==> src/rtl/assert_macros.svh <==
// Assertion macros for the RTL of the I2C register access master.
// No dependencies; included by each file that carries concurrent assertions.
`ifndef ASSERT_MACROS_SVH
`define ASSERT_MACROS_SVH

// Same-cycle implication, disabled while reset is asserted.
`define ASSERT_SAME(label, clk, rst_n, ante, cons, msg) \
    label: assert property (@(posedge clk) disable iff (!(rst_n)) (ante) |-> (cons)) \
        else $error(msg);

// Next-cycle implication, disabled while reset is asserted.
`define ASSERT_NEXT(label, clk, rst_n, ante, cons, msg) \
    label: assert property (@(posedge clk) disable iff (!(rst_n)) (ante) |=> (cons)) \
        else $error(msg);

`endif

==> src/rtl/i2cmra_pkg.sv <==
// Package for the I2C register access master: beat structs, request and
// configuration codes, and the sequencer state encodings. No dependencies.
`timescale 1ns / 1ps
`default_nettype none

package i2cmra_pkg;

    // Request codes carried in req_type.
    localparam logic [1:0] REQ_TICK   = 2'd0;
    localparam logic [1:0] REQ_BEGIN  = 2'd1;
    localparam logic [1:0] REQ_SUPPLY = 2'd2;

    // Configuration register indexes.
    localparam logic CFG_ACK_TIMEOUT = 1'b0;
    localparam logic CFG_WRITE_GAP   = 1'b1;

    localparam int unsigned CfgDataWidth = 8;

    // Reset values of the configuration registers.
    localparam logic [7:0] ACK_TIMEOUT_RESET = 8'd250;
    localparam logic [3:0] WRITE_GAP_RESET   = 4'd2;

    // Input beat.
    typedef struct packed {
        logic [1:0] req_type;
        logic       sda_sample;
        logic       is_read;
        logic [7:0] dev_address;
        logic [7:0] reg_address;
        logic [7:0] byte_count;
        logic [7:0] write_byte;
    } t_in_item;

    // Result beat.
    typedef struct packed {
        logic       scl_level;
        logic       sda_level;
        logic       sda_drive;
        logic       need_byte;
        logic       read_valid;
        logic [7:0] read_byte;
        logic       read_last;
        logic       busy_res;
        logic       done_res;
        logic       error;
    } t_out_item;

    // Bus sequencer phases, one-hot.
    typedef enum logic [17:0] {
        PH_IDLE     = 18'h00001,
        PH_ST_A     = 18'h00002,
        PH_ST_B     = 18'h00004,
        PH_TX_LO    = 18'h00008,
        PH_TX_HI    = 18'h00010,
        PH_TX_END   = 18'h00020,
        PH_ACK_SET  = 18'h00040,
        PH_ACK_POLL = 18'h00080,
        PH_NEED     = 18'h00100,
        PH_STOP_A   = 18'h00200,
        PH_STOP_B   = 18'h00400,
        PH_RX_LO    = 18'h00800,
        PH_RX_HI    = 18'h01000,
        PH_RXA_LO   = 18'h02000,
        PH_RXA_HI   = 18'h04000,
        PH_FIN_A    = 18'h08000,
        PH_FIN_B    = 18'h10000,
        PH_GAP      = 18'h20000
    } t_phase;

    // Which byte of the transaction is on the bus, one-hot.
    typedef enum logic [3:0] {
        STG_DEV   = 4'b0001,
        STG_REG   = 4'b0010,
        STG_RADDR = 4'b0100,
        STG_DATA  = 4'b1000
    } t_stage;

endpackage

`default_nettype wire

==> src/rtl/i2c_master_register_access.sv <==
// I2C master for register-addressed reads and writes, one bus phase per tick beat.
// The result beat of an accepted item is registered and shown in the next cycle.
// One item per cycle when not stalled: the single output register refills as it drains.
// Input stall rises only while a result waits and the output side is stalled.
// Reset (synchronous, active low): sequencer idle, error clear, ACK timeout 250, gap 2.
// Depends on i2cmra_pkg and assert_macros.svh.
`timescale 1ns / 1ps
`default_nettype none
`include "assert_macros.svh"

module i2c_master_register_access
    import i2cmra_pkg::*;
(
    input  wire logic                    i_clk,
    input  wire logic                    i_rst_n,
    input  wire logic                    i_in_valid,
    output logic                         o_in_stall,
    input  wire t_in_item                i_in_data,
    output logic                         o_out_valid,
    input  wire logic                    i_out_stall,
    output t_out_item                    o_out_data,
    input  wire logic                    i_cfg_we,
    input  wire logic                    i_cfg_index,
    input  wire logic [CfgDataWidth-1:0] i_cfg_data
);

    // Sequencer state.
    t_phase     r_phase, n_phase;
    t_stage     r_stage, n_stage;
    logic [2:0] r_bit, n_bit;
    logic [7:0] r_shift, n_shift;
    logic [7:0] r_bytes_left, n_bytes_left;
    logic [7:0] r_wait, n_wait;
    logic [7:0] r_saved_dev, n_saved_dev;
    logic [7:0] r_saved_reg, n_saved_reg;
    logic       r_read_mode, n_read_mode;
    logic       r_error_flag, n_error_flag;

    // Configuration.
    logic [7:0] r_ack_timeout;
    logic [3:0] r_write_gap;

    // Output register.
    logic       r_out_valid;
    t_out_item  r_out_data, n_out_data;

    logic       w_accept;
    logic       w_is_tick;
    logic       w_after_ack;

    // Line levels for a phase, given the current data bit and the NACK condition.
    function automatic logic [2:0] phase_levels(input t_phase ph, input logic bit_out,
                                                input logic nack);
        logic [2:0] lv;   // {scl, sda, drive}
        begin
            lv = 3'b000;
            unique case (ph)
                PH_IDLE, PH_ST_A, PH_GAP:         lv = 3'b111;
                PH_ST_B, PH_STOP_B, PH_FIN_B:     lv = 3'b101;
                PH_TX_LO, PH_TX_END:              lv = {1'b0, bit_out, 1'b1};
                PH_TX_HI:                         lv = {1'b1, bit_out, 1'b1};
                PH_ACK_SET, PH_ACK_POLL, PH_RX_HI: lv = 3'b100;
                PH_STOP_A, PH_FIN_A:              lv = 3'b001;
                PH_RXA_LO:                        lv = {1'b0, nack, 1'b1};
                PH_RXA_HI:                        lv = {1'b1, nack, 1'b1};
                default:                          lv = 3'b000;
            endcase
            return lv;
        end
    endfunction

    assign o_in_stall  = r_out_valid && i_out_stall;
    assign w_accept    = i_in_valid && !o_in_stall;
    assign w_is_tick   = (i_in_data.req_type == REQ_TICK);
    assign o_out_valid = r_out_valid;
    assign o_out_data  = r_out_data;

    // Next state and result for the beat at the input.
    always_comb begin
        logic [2:0] lv;
        logic [7:0] rx_shift;
        logic       rvalid;
        logic       done;

        n_phase      = r_phase;
        n_stage      = r_stage;
        n_bit        = r_bit;
        n_shift      = r_shift;
        n_bytes_left = r_bytes_left;
        n_wait       = r_wait;
        n_saved_dev  = r_saved_dev;
        n_saved_reg  = r_saved_reg;
        n_read_mode  = r_read_mode;
        n_error_flag = r_error_flag;
        w_after_ack  = 1'b0;
        rvalid       = 1'b0;
        done         = 1'b0;
        rx_shift     = {r_shift[6:0], i_in_data.sda_sample};

        if (w_is_tick) begin
            // One bus phase.
            unique case (r_phase)
                PH_ST_A: n_phase = PH_ST_B;
                PH_ST_B: begin
                    n_shift = (r_stage == STG_RADDR) ? r_saved_dev + 8'd1 : r_saved_dev;
                    n_bit   = 3'd7;
                    n_phase = PH_TX_LO;
                end
                PH_TX_LO: n_phase = PH_TX_HI;
                PH_TX_HI: n_phase = PH_TX_END;
                PH_TX_END: begin
                    n_shift = {r_shift[6:0], 1'b0};
                    if (r_bit == 3'd0) begin
                        n_wait  = 8'd0;
                        n_phase = PH_ACK_SET;
                    end else begin
                        n_bit   = r_bit - 3'd1;
                        n_phase = PH_TX_LO;
                    end
                end
                PH_ACK_SET: n_phase = PH_ACK_POLL;
                PH_ACK_POLL: begin
                    if (!i_in_data.sda_sample) begin
                        w_after_ack = 1'b1;
                    end else if (r_wait >= r_ack_timeout) begin
                        n_error_flag = 1'b1;
                        n_phase      = PH_STOP_A;
                    end else begin
                        n_wait = r_wait + 8'd1;
                    end
                end
                PH_STOP_A: n_phase = PH_STOP_B;
                PH_STOP_B: w_after_ack = 1'b1;
                PH_RX_LO: n_phase = PH_RX_HI;
                PH_RX_HI: begin
                    n_shift = rx_shift;
                    if (r_bit == 3'd0) begin
                        rvalid  = 1'b1;
                        n_phase = PH_RXA_LO;
                    end else begin
                        n_bit   = r_bit - 3'd1;
                        n_phase = PH_RX_LO;
                    end
                end
                PH_RXA_LO: n_phase = PH_RXA_HI;
                PH_RXA_HI: begin
                    // Bytes left counts down to the byte just acknowledged.
                    if (r_bytes_left > 8'd1) begin
                        n_bytes_left = r_bytes_left - 8'd1;
                        n_bit        = 3'd7;
                        n_shift      = 8'd0;
                        n_phase      = PH_RX_LO;
                    end else begin
                        n_bytes_left = 8'd0;
                        n_phase      = PH_FIN_A;
                    end
                end
                PH_FIN_A: n_phase = PH_FIN_B;
                PH_FIN_B: begin
                    if (!r_read_mode && (r_write_gap != 4'd0)) begin
                        n_wait  = {4'd0, r_write_gap};
                        n_phase = PH_GAP;
                    end else begin
                        n_phase = PH_IDLE;
                        done    = 1'b1;
                    end
                end
                PH_GAP: begin
                    if (r_wait <= 8'd1) begin
                        n_wait  = 8'd0;
                        n_phase = PH_IDLE;
                        done    = 1'b1;
                    end else begin
                        n_wait = r_wait - 8'd1;
                    end
                end
                default: ;
            endcase
        end else if ((i_in_data.req_type == REQ_BEGIN) && (r_phase == PH_IDLE)) begin
            // Start of a transaction.
            n_read_mode  = i_in_data.is_read;
            n_saved_dev  = i_in_data.dev_address;
            n_saved_reg  = i_in_data.reg_address;
            n_bytes_left = i_in_data.byte_count;
            n_error_flag = 1'b0;
            n_wait       = 8'd0;
            n_bit        = 3'd0;
            n_shift      = 8'd0;
            n_stage      = STG_DEV;
            n_phase      = PH_ST_A;
        end else if ((i_in_data.req_type == REQ_SUPPLY) && (r_phase == PH_NEED)) begin
            // Requested write data byte arrives.
            if (r_bytes_left != 8'd0) begin
                n_bytes_left = r_bytes_left - 8'd1;
            end
            n_shift = i_in_data.write_byte;
            n_bit   = 3'd7;
            n_phase = PH_TX_LO;
        end

        // Continue after an ACK, seen or timed out.
        if (w_after_ack) begin
            unique case (r_stage)
                STG_DEV: begin
                    n_stage = STG_REG;
                    n_shift = r_saved_reg;
                    n_bit   = 3'd7;
                    n_phase = PH_TX_LO;
                end
                STG_REG: begin
                    if (r_read_mode) begin
                        n_stage = STG_RADDR;
                        n_phase = PH_ST_A;
                    end else if (r_bytes_left != 8'd0) begin
                        n_stage = STG_DATA;
                        n_phase = PH_NEED;
                    end else begin
                        n_phase = PH_FIN_A;
                    end
                end
                STG_RADDR: begin
                    if (r_bytes_left != 8'd0) begin
                        n_bit   = 3'd7;
                        n_shift = 8'd0;
                        n_phase = PH_RX_LO;
                    end else begin
                        n_phase = PH_FIN_A;
                    end
                end
                default: begin
                    n_phase = (r_bytes_left != 8'd0) ? PH_NEED : PH_FIN_A;
                end
            endcase
        end

        // A tick shows the phase it ran; other beats show the pending phase.
        if (w_is_tick) begin
            lv = phase_levels(r_phase, r_shift[7], (r_bytes_left <= 8'd1));
        end else begin
            lv = phase_levels(n_phase, n_shift[7], (n_bytes_left <= 8'd1));
        end

        n_out_data.scl_level  = lv[2];
        n_out_data.sda_level  = lv[1];
        n_out_data.sda_drive  = lv[0];
        n_out_data.need_byte  = (n_phase == PH_NEED);
        n_out_data.read_valid = rvalid;
        n_out_data.read_byte  = rvalid ? rx_shift : 8'd0;
        n_out_data.read_last  = rvalid && (r_bytes_left <= 8'd1);
        n_out_data.busy_res   = (n_phase != PH_IDLE);
        n_out_data.done_res   = done;
        n_out_data.error      = n_error_flag;
    end

    // Sequencer registers.
    always_ff @(posedge i_clk) begin
        if (!i_rst_n) begin
            r_phase      <= PH_IDLE;
            r_stage      <= STG_DEV;
            r_bit        <= 3'd0;
            r_shift      <= 8'd0;
            r_bytes_left <= 8'd0;
            r_wait       <= 8'd0;
            r_saved_dev  <= 8'd0;
            r_saved_reg  <= 8'd0;
            r_read_mode  <= 1'b0;
            r_error_flag <= 1'b0;
        end else if (w_accept) begin
            r_phase      <= n_phase;
            r_stage      <= n_stage;
            r_bit        <= n_bit;
            r_shift      <= n_shift;
            r_bytes_left <= n_bytes_left;
            r_wait       <= n_wait;
            r_saved_dev  <= n_saved_dev;
            r_saved_reg  <= n_saved_reg;
            r_read_mode  <= n_read_mode;
            r_error_flag <= n_error_flag;
        end
    end

    // Configuration registers.
    always_ff @(posedge i_clk) begin
        if (!i_rst_n) begin
            r_ack_timeout <= ACK_TIMEOUT_RESET;
            r_write_gap   <= WRITE_GAP_RESET;
        end else if (i_cfg_we) begin
            unique case (i_cfg_index)
                CFG_ACK_TIMEOUT: r_ack_timeout <= i_cfg_data[7:0];
                CFG_WRITE_GAP:   r_write_gap   <= i_cfg_data[3:0];
                default: ;
            endcase
        end
    end

    // Output register: loads on every accepted beat, empties when taken.
    always_ff @(posedge i_clk) begin
        if (!i_rst_n) begin
            r_out_valid <= 1'b0;
        end else if (w_accept) begin
            r_out_valid <= 1'b1;
        end else if (!i_out_stall) begin
            r_out_valid <= 1'b0;
        end
    end

    always_ff @(posedge i_clk) begin
        if (w_accept) begin
            r_out_data <= n_out_data;
        end
    end

    // The error flag is cleared only by a new transaction.
    `ASSERT_NEXT(a_error_sticky, i_clk, i_rst_n,
        r_error_flag && !(w_accept && (i_in_data.req_type == REQ_BEGIN)), r_error_flag,
        "error flag dropped without a new transaction")
    // A finished transaction is never reported as busy.
    `ASSERT_SAME(a_done_not_busy, i_clk, i_rst_n,
        r_out_valid && r_out_data.done_res, !r_out_data.busy_res,
        "done reported while busy")
    // Data requests only happen inside a write.
    `ASSERT_SAME(a_need_in_write, i_clk, i_rst_n,
        r_out_valid && r_out_data.need_byte, r_out_data.busy_res && !r_read_mode,
        "byte requested outside a write")
    // Received bytes only come out of a read.
    `ASSERT_SAME(a_rx_in_read, i_clk, i_rst_n,
        r_out_valid && r_out_data.read_valid, r_read_mode && (r_phase == PH_RXA_LO),
        "read byte outside a read")

endmodule

`default_nettype wire

==> config.mk <==
export PLATFORM = sky130hd
export DESIGN_NAME = i2c_master_register_access
export DESIGN_NICKNAME = d
export VERILOG_FILES = /design/src/rtl/i2cmra_pkg.sv /design/src/rtl/i2c_master_register_access.sv
export VERILOG_INCLUDE_DIRS = /design/src /design/src/rtl
export SDC_FILE = /design/constraint.sdc
export NUM_CORES = 1
export LEC_CHECK = 0
export ABC_CLOCK_PERIOD_IN_PS = 3100
export BUFFER_PORTS_ARGS = -buffer_cell sky130_fd_sc_hd__buf_4
export CORE_UTILIZATION = 53
export CTS_CLUSTER_SIZE = 8
export DETAILED_ROUTE_END_ITERATION = 7
export GPL_TIMING_DRIVEN = 0
export PLACE_DENSITY_LB_ADDON = 0.12
export SLEW_MARGIN = 10
export SYNTH_ARGS = -nofsm -noshare
export SYNTH_HDL_FRONTEND = slang
export SYNTH_SLANG_ARGS = --single-unit
==> constraint.sdc <==
create_clock -name i_clk -period 3.1 [get_ports i_clk]
set_clock_uncertainty 0.2 [all_clocks]
set_input_delay 0 -clock i_clk [delete_from_list [all_inputs] [get_ports i_clk]]
set_output_delay 0 -clock i_clk [all_outputs]
set_load 0.01 [all_outputs]
Word-level counts from Yosys, hierarchy flattened
Index checks and enable logic that the tools add are counted.
- flip-flop bits (word level): 97
- bits of input ports: 50
- word-level logic and storage cells: 183
- output and inout port bits: 19
- mux-type cells: 73
- bitwise gates (word level): 2
- order comparisons: 5
- equality and inequality tests: 47
- $add $sub $neg: 5
- reduce and logical (&&, ||, !) cells: 28
- operator list (kind ; number):
    $pmux 18 s15 ; 1
    $mux 8 ; 20
    $mux 18 ; 8
    $mux 16 ; 4
    $pmux 8 s4 ; 2
    $pmux 16 s3 ; 1
    $pmux 3 s8 ; 2
    $eq 18x1->1 const B ; 2
    $eq 18x10->1 const B ; 2
    $eq 18x11->1 const B ; 2
    $eq 18x13->1 const B ; 2
    $eq 18x14->1 const B ; 2
    $eq 18x15->1 const B ; 2
    $eq 18x16->1 const B ; 2
    $eq 18x17->1 const B ; 2
    $eq 18x18->1 const B ; 2
    $eq 18x2->1 const B ; 2
    $eq 18x3->1 const B ; 2
    $eq 18x4->1 const B ; 2
    $eq 18x5->1 const B ; 2
    $eq 18x6->1 const B ; 2
    $eq 18x7->1 const B ; 2
    $eq 18x8->1 const B ; 2
    $eq 18x9->1 const B ; 2
    39 further kinds ; 88

Depth between registers and ports, before layout
Gate-level depths: netlist (run 1).
- depth in word-level cells: 10
- depth in mapped cells: 14
- mapped depth without buffers: 13

Worst setup path before layout (run 1)
No wires, ideal clock.
- kind: register -> register
- from: reg r_phase[8]
- to: reg r_out_data, in the netlist o_out_data[14], data pin
- data required time: 2631 ps
- arrival: 2913 ps
- buffers on the path: 2
- clock period less this slack: 3382 ps
- stages on the path, launching flop included: 14
- setup slack: -282 ps
- setup time: 269 ps
- path through: dfxtp_1 -> buf_6 -> or4_1 -> buf_6 -> nor4_4 -> a22oi_2 -> and3_4 -> a21oi_4 -> mux2i_1 -> nor3_4 -> a32oi_1 -> o21ai_1 -> nor4_1 -> a31oi_1
- RTL lines (what ; RTL line ; source):
    from (decl) ; i2c_master_register_access.sv:28 ; t_phase r_phase, n_phase;
    from (signal assigned) ; i2c_master_register_access.sv:269 ; r_phase <= n_phase;
    to (signal assigned) ; i2c_master_register_access.sv:309 ; r_out_data <= n_out_data;
    to (decl) ; i2c_master_register_access.sv:45 ; t_out_item r_out_data, n_out_data;

==> impl_metrics.csv, run 1 <==
group,metric,value,unit
yosys,syn_inst,938,
critical_path,endpoint_kind,"flop",
yosys,synth_async_sr_flop_share,0,
critical_path,r2r_slack,-0.74,ns
critical_path,crit_path_start_kind,"flop",
critical_path,crit_path_start,"r_phase[8]",
finish,design_area,9911,sq um
outcome,violations,"negative setup slack",
die,start_util,0.5447,
routing,drt_drc_violations_left,0,
critical_path,reg2regPathDepth,14,
placed_design,gp_congestion,1.028,
finish,fin_util,0.7484,
die,dieArea,14080,sq um
grt,grt_overflow,0,
clock_tree,cts-root-buf,"clkbuf_16",
timing,timing.fmax,260.2,MHz
clock_tree,htreeDepth,3,
yosys,synth_edf_count,17,
power,power_frac_comb,0.257,
timing,finalSetupTns,-5.801,ns
finish,nets,1190,
placed_design,dp_cells,1181,
placed_design,place_ws,-1.099,ns
yosys,ys_ff_latch,97,
die,num_rows,42,
finish,largest_reg_flops,18,
routing,dr_total_vias,8367,
power,p_clk_frac,0.340,
grt,track_usage,0.3612,
timing,timing.hold.ws,0.0002194,ns
timing,drv_slew,0,
finish,instances_no_fill,1305,
yosys,syn-num-nets,1004,
critical_path,arrival,3.72,ns
critical_path,cp_max_fo,7,
power,total_power,3.418,mW
critical_path,critPathRequiredTime,2.98,ns
grt,grt_pass1_wl,39.65,mm
clock_tree,cts_tree,"done",
placed_design,portBuffers,66,
routing,drt-initial-drc-count,935,
yosys,syn_area_per_cell,7.690,sq um
yosys,synthDistinctLibCells,83,
yosys,yosysWarnings,0,
grt,grt_max_degree,27,
timing,fin_crit_sh,1.240,
timing,setup_ws,-0.7433,ns
clock_tree,clock_latency,0.36,ns
critical_path,worstSetupPathType,"reg -> reg",
routing,vias_per_cell,6.411,
timing,rsz0062_at_grt,"yes",
finish,diodes,0,
timing,final-hold-violation-count,0,
placed_design,detailed_place_hpwl,17.70,mm
clock_tree,clkTransAtPathRegs,0.07,ns
critical_path,timing.rr.end,"o_out_data[14]",
power,seqPwrFrac,0.403,
placed_design,dpl_cell_area,7981,sq um
critical_path,worstSetupEndpoint,"o_out_data[14]",
power,powerDensity,344.9,nW/um^2
die,die_x,118.7,um
timing,period_minus_slack,3.843,ns
die,core,13240,sq um
yosys,ys_seq_area_frac,0.2928,
clock_tree,cts_sinks,97,
grt,grt_pass1_vias,7455,
yosys,synth_area,7213,sq um
hold_path,hold_path_class,"in -> reg",
timing,finalSetupViolCount,31,
routing,ant_nets,0,
timing,slew_headroom,0.4597,
clock_tree,cts_buffer_depth,2,
clock_tree,numCtsBuffers,9,
die,ios,69,
finish,area_growth,37.40,%
yosys,yosysTopAreaCellShare,0.2220,
finish,regMostFlops,"r_phase",
routing,wl_per_cell,20.46,um
power,p_int,2.326,mW
grt,antenna_found_initial,0,
yosys,yosysTopAreaCell,"dfxtp_1",
power,vdd_drop_max,0.2584,mV
finish,drive_above_1_share,0.2719,
job,maxCapViolCount,0,
die,die_h,118.7,um
routing,firstDrtPassIters,6,
power,p_switching,1.092,mW
routing,drt_wl_total,26.70,mm
power,swShare,0.3195,
power,power_leakage,3.831,nW
critical_path,r2r-start,"r_phase[8]",
timing,worst_pin_slew,0.8105,ns
yosys,synth_area_leaders,"dfxtp_1 (22%), nand2_1 (8.3%), edfxtp_1 (7.1%)",
yosys,synthFlopType,"dfxtp_1",
outcome,status,"finished, violations left",
==> what timing repair did <==
action | CTS | global route
pin swaps | 42 | 37
endpoints found under the hold margin | 38 | 0
hold buffers | 44 | 0
setup buffers | 39 | 35
resized for setup | 59 | 114
setup endpoints to repair | 77 | 72
==> synthesized netlist by cell type, types with 21 or more instances <==
cell type / instances
dfxtp_1: 80
nor2b_1: 21
and2_1: 23
a21boi_0: 32
clkbuf_1: 44
inv_1: 21
nor3_1: 25
a21oi_1: 61
o21ai_0: 38
nand3_1: 21
nand2_1: 159
nor2_1: 76
==> worst max-delay path: stages (launching register included) <==
cell and delay, ns:
dfxtp_2 0.32, buf_6 0.13, or4_4 0.55, buf_12 0.17, nor4_4 0.27, a22oi_2 0.15, and3_4 0.24, a21oi_4 0.23
buf_12 0.15, mux2i_4 0.30, nor3_4 0.09, a32oi_2 0.27, o21ai_2 0.12, nor4_2 0.24, a31oi_1 0.12
==> per-layer routing <==
layer | up-vias | track usage | routed length, um
met5 | - | 0 | 0
met4 | 0 | 0.1843 | 1372
met3 | 120 | 0.05309 | 2457
met2 | 547 | 0.5658 | 11920
met1 | 3899 | 0.4819 | 10950
li1 | 3801 | - | -
==> power groups by stage <==
| stage | Clock, mW | Sequential [mW] | Combinational [mW] |
|---|---|---|---|
| floorplan | 0 | 1.39 | 0.413 |
| global placement | 0 | 1.40 | 0.632 |
| CTS | 1.16 | 1.37 | 0.757 |
| finish | 1.16 | 1.38 | 0.880 |
| global route | 1.21 | 1.38 | 0.927 |
| detailed placement | 0 | 1.40 | 0.638 |
==> cell families after synthesis <==
group / after synthesis / share of synthesized area
flip-flops: 97 / 0.2928
adder cells (fa/ha/maj): 16 / 0.02775
AO/OA/AOI/OAI: 252 / 0.2494
AND/OR/NAND/NOR: 454 / 0.3384
buffers and inverters: 89 / 0.05343
XOR/XNOR: 21 / 0.02550
multiplexers: 9 / 0.01266
==> layout make-up <==
type | count | area [sq um]
timing repair buffer | 185 | 1575
buffer | 58 | 309.0
sequential | 97 | 2131
clock inverter | 5 | 46.29
inverter | 21 | 78.83
multi-input combinational | 752 | 5296
tap | 176 | 220.2
clock buffer | 11 | 254.0
fill | 993 | 3332
==> how the worst min path moves through the flow <==
stage,startpoint,end,slack (ns),cells past startpoint
floorplan,i_in_valid,o_out_valid,-0.08,1
global placement,i_in_valid,o_out_valid,0.02,2
detailed placement,i_in_valid,o_out_valid,0.03,2
CTS,i_in_data[13],r_bytes_left[5],0.03,5
global route,i_in_data[13],r_bytes_left[5],0.03,5
finish,i_in_data[13],r_bytes_left[5],0.0002,5
==> placed cells by master, fill, tap and decap left out, drive strengths merged, types with 16 or more instances in the layout <==
cell,instances
nor4,29
nor2b,21
a21boi,32
a21oi,62
inv,23
and2,23
buf,157
nand2b,19
dfxtp,80
clkbuf,53
o21ai,41
nand3,24
dlygate4sd3,44
nand2,159
nor2,77
edfxtp,17
nor3,28
ha,16
o211ai,19
Power figures use the tool's default switching activity.
==> run 2: changes to the inputs <==
- CORE_UTILIZATION: 53 -> 30
==> impl_metrics.csv, run 2 (synthesis gave the netlist of run 1 again) <==
group,metric,value,unit
hold_path,hold_path_class,"in -> reg",
critical_path,arrival,3.72,ns
finish,final_common_cell,"nand2_1",
finish,diodes,0,
timing,fin_crit_sh,1.234,
placed_design,dp_cells,1324,
clock_tree,htreeDepth,3,
finish,n_fill_cell,2440,
timing,finalSetupTns,-6.287,ns
finish,area_growth,41.67,%
clock_tree,cts_tree,"done",
die,die_h,157.1,um
critical_path,crit_path_top_delay_cell,"or4_4",
routing,firstDrtPassIters,5,
grt,track_usage,0.2365,
critical_path,crit_path_start,"r_phase[1]",
routing,drt_drc_violations_left,0,
finish,instances_no_fill,1452,
timing,timing.hold.ws,0.008257,ns
grt,grt_overflow,0,
clock_tree,clkTransAtPathRegs,0.07,ns
critical_path,endpoint_kind,"flop",
finish,drive_above_1_share,0.2886,
clock_tree,cts-root-buf,"clkbuf_16",
clock_tree,numCtsBuffers,9,
critical_path,r2r_slack,-0.72,ns
critical_path,critPathRequiredTime,3.00,ns
finish,mostFrequentLayoutCells,"nand2_1 (148), buf_4 (125), dfxtp_1 (71), nor2_1 (70), dlygate4sd3_1 (44)",
critical_path,critPathMaxStageDelay,0.54,ns
timing,finalSetupViolCount,31,
clock_tree,cts_buffer_depth,2,
finish,multi_input_area,5353,sq um
timing,final-hold-violation-count,0,
placed_design,gp_congestion,0.9653,
routing,wl_per_cell,20.05,um
power,total_power,3.490,mW
outcome,violations,"negative setup slack",
job,maxCapViolCount,0,
critical_path,timing.rr.end,"o_out_data[14]",
timing,drv_slew,0,
timing,rsz0062_at_grt,"yes",
die,dieArea,24670,sq um
routing,dr_total_vias,7981,
power,power_leakage,3.898,nW
finish,fin_util,0.4340,
hold_path,min_from,"i_in_data[13]",
routing,drt_wl_total,29.12,mm
critical_path,crit_chain,"or4_4, buf_12, nor4_4, buf_4, buf_4, a41o_2, a31oi_1, or3_4, and3b_2, nand4_1, a21oi_2, nor4_4, a31oi_2",
finish,regMostFlops,"r_phase",
routing,vias_per_cell,5.497,
hold_path,whs_path_depth,5,
grt,grt_pass1_vias,7464,
placed_design,detailed_place_hpwl,20.44,mm
die,die_x,157.1,um
critical_path,reg2regPathDepth,13,
routing,drt-initial-drc-count,750,
critical_path,crit_path_start_kind,"flop",
finish,largest_reg_flops,18,
placed_design,portBuffers,66,
die,start_util,0.3064,
hold_path,hold_end,"r_bytes_left[5]",
finish,nets,1194,
timing,timing.fmax,261.4,MHz
timing,setup_ws,-0.7250,ns
power,powerDensity,341.5,nW/um^2
clock_tree,clock_latency,0.38,ns
grt,antenna_found_initial,1,
clock_tree,cts_sinks,97,
power,vdd_drop_max,0.2431,mV
die,num_rows,56,
critical_path,cp_max_fo,8,
die,core,23540,sq um
critical_path,r2r-start,"r_phase[1]",
finish,register_area,2131,sq um
routing,ant_nets,0,
timing,slew_headroom,0.3828,
critical_path,worstSetupPathType,"reg -> reg",
timing,worst_pin_slew,0.9258,ns
die,ios,69,
grt,grt_pass1_wl,43.93,mm
outcome,status,"finished, violations left",
timing,period_minus_slack,3.825,ns
grt,grt_max_degree,27,
-- run 2: cell count changes in the layout (fill, tap and decap cells not counted), moves of 3 or more --
cell / before / now
a21oi_1: 48 / 40
o21ai_2: 6 / 3
buf_6: 18 / 25
clkbuf_2: 7 / 3
nand2_2: 4 / 9
a21boi_0: 30 / 25
a21boi_1: 2 / 6
nand2_1: 154 / 148
a21oi_2: 9 / 18
-- run 2: final cells by class --
class	instances	share of cell area
Buffer	56	0.03024
Multi-Input combinational cell	752	0.5238
Inverter	21	0.007714
Clock inverter	7	0.007836
Sequential cell	97	0.2085
Clock buffer	9	0.02204
Tap cell	319	0.03906
Timing Repair Buffer	191	0.1608
-- run 2: how the worst max path moves through the flow --
stage,to,slack [ns],depth (start not counted)
floorplan,o_out_data[14],-0.15,13
global placement,o_out_data[14],-1.37,12
detailed placement,o_out_data[14],-1.36,12
CTS,o_out_data[14],-0.74,13
global route,o_out_data[15],-0.85,14
finish,o_out_data[14],-0.72,13
-- run 2: through the flow --
stage,instance area [sq um],worst slack [ns]
2_1_floorplan,7251,-0.1456
3_3_place_gp,8145,-1.370
3_5_place_dp,8160,-1.357
4_1_cts,9568,-0.7395
5_1_grt,10220,-0.8494
6_report,10220,-0.7250
-- run 2: worst max-delay path, delay by kind of cell, from the launching register on --
family / cells / cell delay [ns]
buf+inv: 3 / 0.43
flops: 1 / 0.39
simple gates: 6 / 1.99
compound gates: 4 / 0.52
-- run 2: report_power, final --
| group | switching [mW] | internal [mW] |
|---|---|---|
| clock | 0.635 | 0.581 |
| sequential | 0.0416 | 1.33 |
| combinational | 0.504 | 0.397 |
-- run 2: timing repair --
| item | 4_1_cts | 5_1_grt |
|---|---|---|
| endpoints found under the setup margin | 76 | 75 |
| resized for setup | 95 | 114 |
| endpoints found under the hold margin | 37 | 0 |
| hold buffers | 44 | 0 |
| pin swaps | 38 | 52 |
| setup buffers | 44 | 36 |
-- run 2: routing by layer --
metal	track usage	routed length (um)	vias to the layer above	part of all wire
met1	0.3348	13570	3824	0.47
met5	0	0	-	0
met2	0.3683	12900	299	0.44
li1	-	-	3801	-
met4	0.07212	826	0	0.028
met3	0.03442	1821	57	0.063
==> run 3: changes to the inputs <==
- SKIP_CTS_REPAIR_TIMING: not set -> 1
==> impl_metrics.csv, run 3 (synthesis gave the netlist of run 1 again) <==
group,metric,value,unit
placed_design,portBuffers,66,
routing,wl_per_cell,19.77,um
finish,regMostFlops,"r_phase",
finish,design_area,10030,sq um
critical_path,arrival,3.73,ns
routing,firstDrtPassIters,5,
grt,grt_max_degree,27,
critical_path,cp_max_fo,9,
die,dieArea,24670,sq um
routing,ant_nets,0,
grt,grt_pass1_vias,6914,
timing,timing.fmax,260.5,MHz
outcome,status,"finished, violations left",
timing,timing.hold.ws,-0.01836,ns
die,die_h,157.1,um
grt,grt-busiest-layer,"met2",
die,start_util,0.3064,
finish,final_common_cell,"nand2_1",
finish,n_fill_cell,2485,
grt,antenna_found_initial,1,
critical_path,critPathRequiredTime,2.99,ns
job,maxCapViolCount,0,
timing,fin_crit_sh,1.238,
critical_path,worstSetupPathType,"reg -> reg",
routing,drt-initial-drc-count,621,
power,vdd_drop_max,0.2365,mV
timing,period_minus_slack,3.839,ns
critical_path,critical_path_buf_inv_count,2,
placed_design,dpl_cell_area,8160,sq um
finish,area_growth,39.08,%
clock_tree,clock_latency,0.37,ns
clock_tree,cts_tree,"done",
grt,gr-usage-met1,0.3268,
timing,finalSetupViolCount,25,
clock_tree,htreeDepth,3,
timing,drv_slew,0,
grt,grt_util_met2,0.3443,
critical_path,path_common_cell,"nor4_4",
finish,mostFrequentLayoutCells,"nand2_1 (155), buf_4 (125), dfxtp_1 (75), nor2_1 (68), a21oi_1 (45)",
finish,nets,1178,
die,core,23540,sq um
timing,worst_pin_slew,0.9652,ns
critical_path,crit_chain,"buf_8, or4_4, buf_12, nor4_4, nand3_2, and3_4, a32oi_4, o21ai_2, and2_4, o211ai_1, a21oi_2, nor4_4, a31oi_2",
placed_design,detailed_place_hpwl,20.44,mm
hold_path,hold_path_class,"in -> reg",
grt,grt_overflow,0,
power,power_leakage,3.831,nW
die,die_x,157.1,um
clock_tree,numCtsBuffers,9,
die,ios,69,
finish,diodes,0,
clock_tree,cts_buffer_depth,2,
die,num_rows,56,
timing,rsz0062_at_grt,"yes",
critical_path,crit_path_top_delay_cell,"or4_4",
timing,slew_headroom,0.3565,
finish,largest_reg_flops,18,
routing,drt_drc_violations_left,0,
critical_path,crit_path_start_kind,"flop",
grt,grt_pass1_wl,41.73,mm
critical_path,crit_family,"simple AND/OR/NAND/NOR gates",
clock_tree,cts-root-buf,"clkbuf_16",
grt,grt_util_met3,0.03552,
grt,track_usage,0.2259,
critical_path,critPathMaxStageDelay,0.49,ns
finish,drive_above_1_share,0.2686,
clock_tree,clkTransAtPathRegs,0.08,ns
placed_design,gp_congestion,0.9653,
routing,vias_per_cell,5.517,
clock_tree,cts_sinks,97,
critical_path,endpoint_kind,"flop",
routing,drt_wl_total,28.39,mm
timing,setup_ws,-0.7386,ns
outcome,violations,"negative hold slack, negative setup slack",
routing,dr_total_vias,7923,
timing,final-hold-violation-count,2,
power,powerDensity,344.7,nW/um^2
[run 3: power by group]
group / switching, mW / internal [mW]
combinational: 0.496 / 0.380
clock: 0.630 / 0.582
sequential: 0.0380 / 1.33
[run 3: layout make-up]
type	instances	area (sq um)	share of cell area
multi-input combinational	752	5320	0.5303
buffer	61	390.4	0.03891
sequential	97	2118	0.2112
tap	319	399.1	0.03979
clock buffer	9	225.2	0.02245
clock inverter	7	80.08	0.007982
inverter	21	78.83	0.007857
timing repair buffer	170	1420	0.1416
[run 3: stage by stage]
stage | TNS [ns] | util | power, mW | setup WS [ns] | instances
after detailed placement | -29.04 | 0.3466 | 2.059 | -1.357 | 1324
after CTS | -30.90 | 0.3596 | 3.281 | -1.377 | 1340
final | -5.784 | 0.4261 | 3.458 | -0.7386 | 1436
after global routing | -10.08 | 0.4261 | 3.594 | -0.8433 | 1436
after floorplan | -0.2900 | - | 1.807 | -0.1456 | 938
after global placement | -33.81 | 0.3460 | 2.062 | -1.370 | 1323
[run 3: final timing paths]
kind	to	from	cells after the start	slack, ns
min reg2reg	r_saved_reg[1]	r_saved_reg[1]	2	0.28
max reg2reg	o_out_data[14]	r_phase[6]	13	-0.74
max	o_out_data[14]	r_phase[6]	13	-0.74
min	r_bytes_left[2]	i_in_data[10]	5	-0.02
[run 3: routing by layer]
metal / vias to the layer above / share of wire
met2: 294 / 0.45
li1: 3765 / -
met5: - / 0
met3: 39 / 0.066
met1: 3825 / 0.47
met4: 0 / 0.022
[run 3: worst min-delay path: cells and delay by family]
family | cells | cell delay [ns]
buffers and inverters | 1 | 0.08
AOI/OAI and AO/OA | 2 | 0.12
and+or+nand+nor | 2 | 0.30
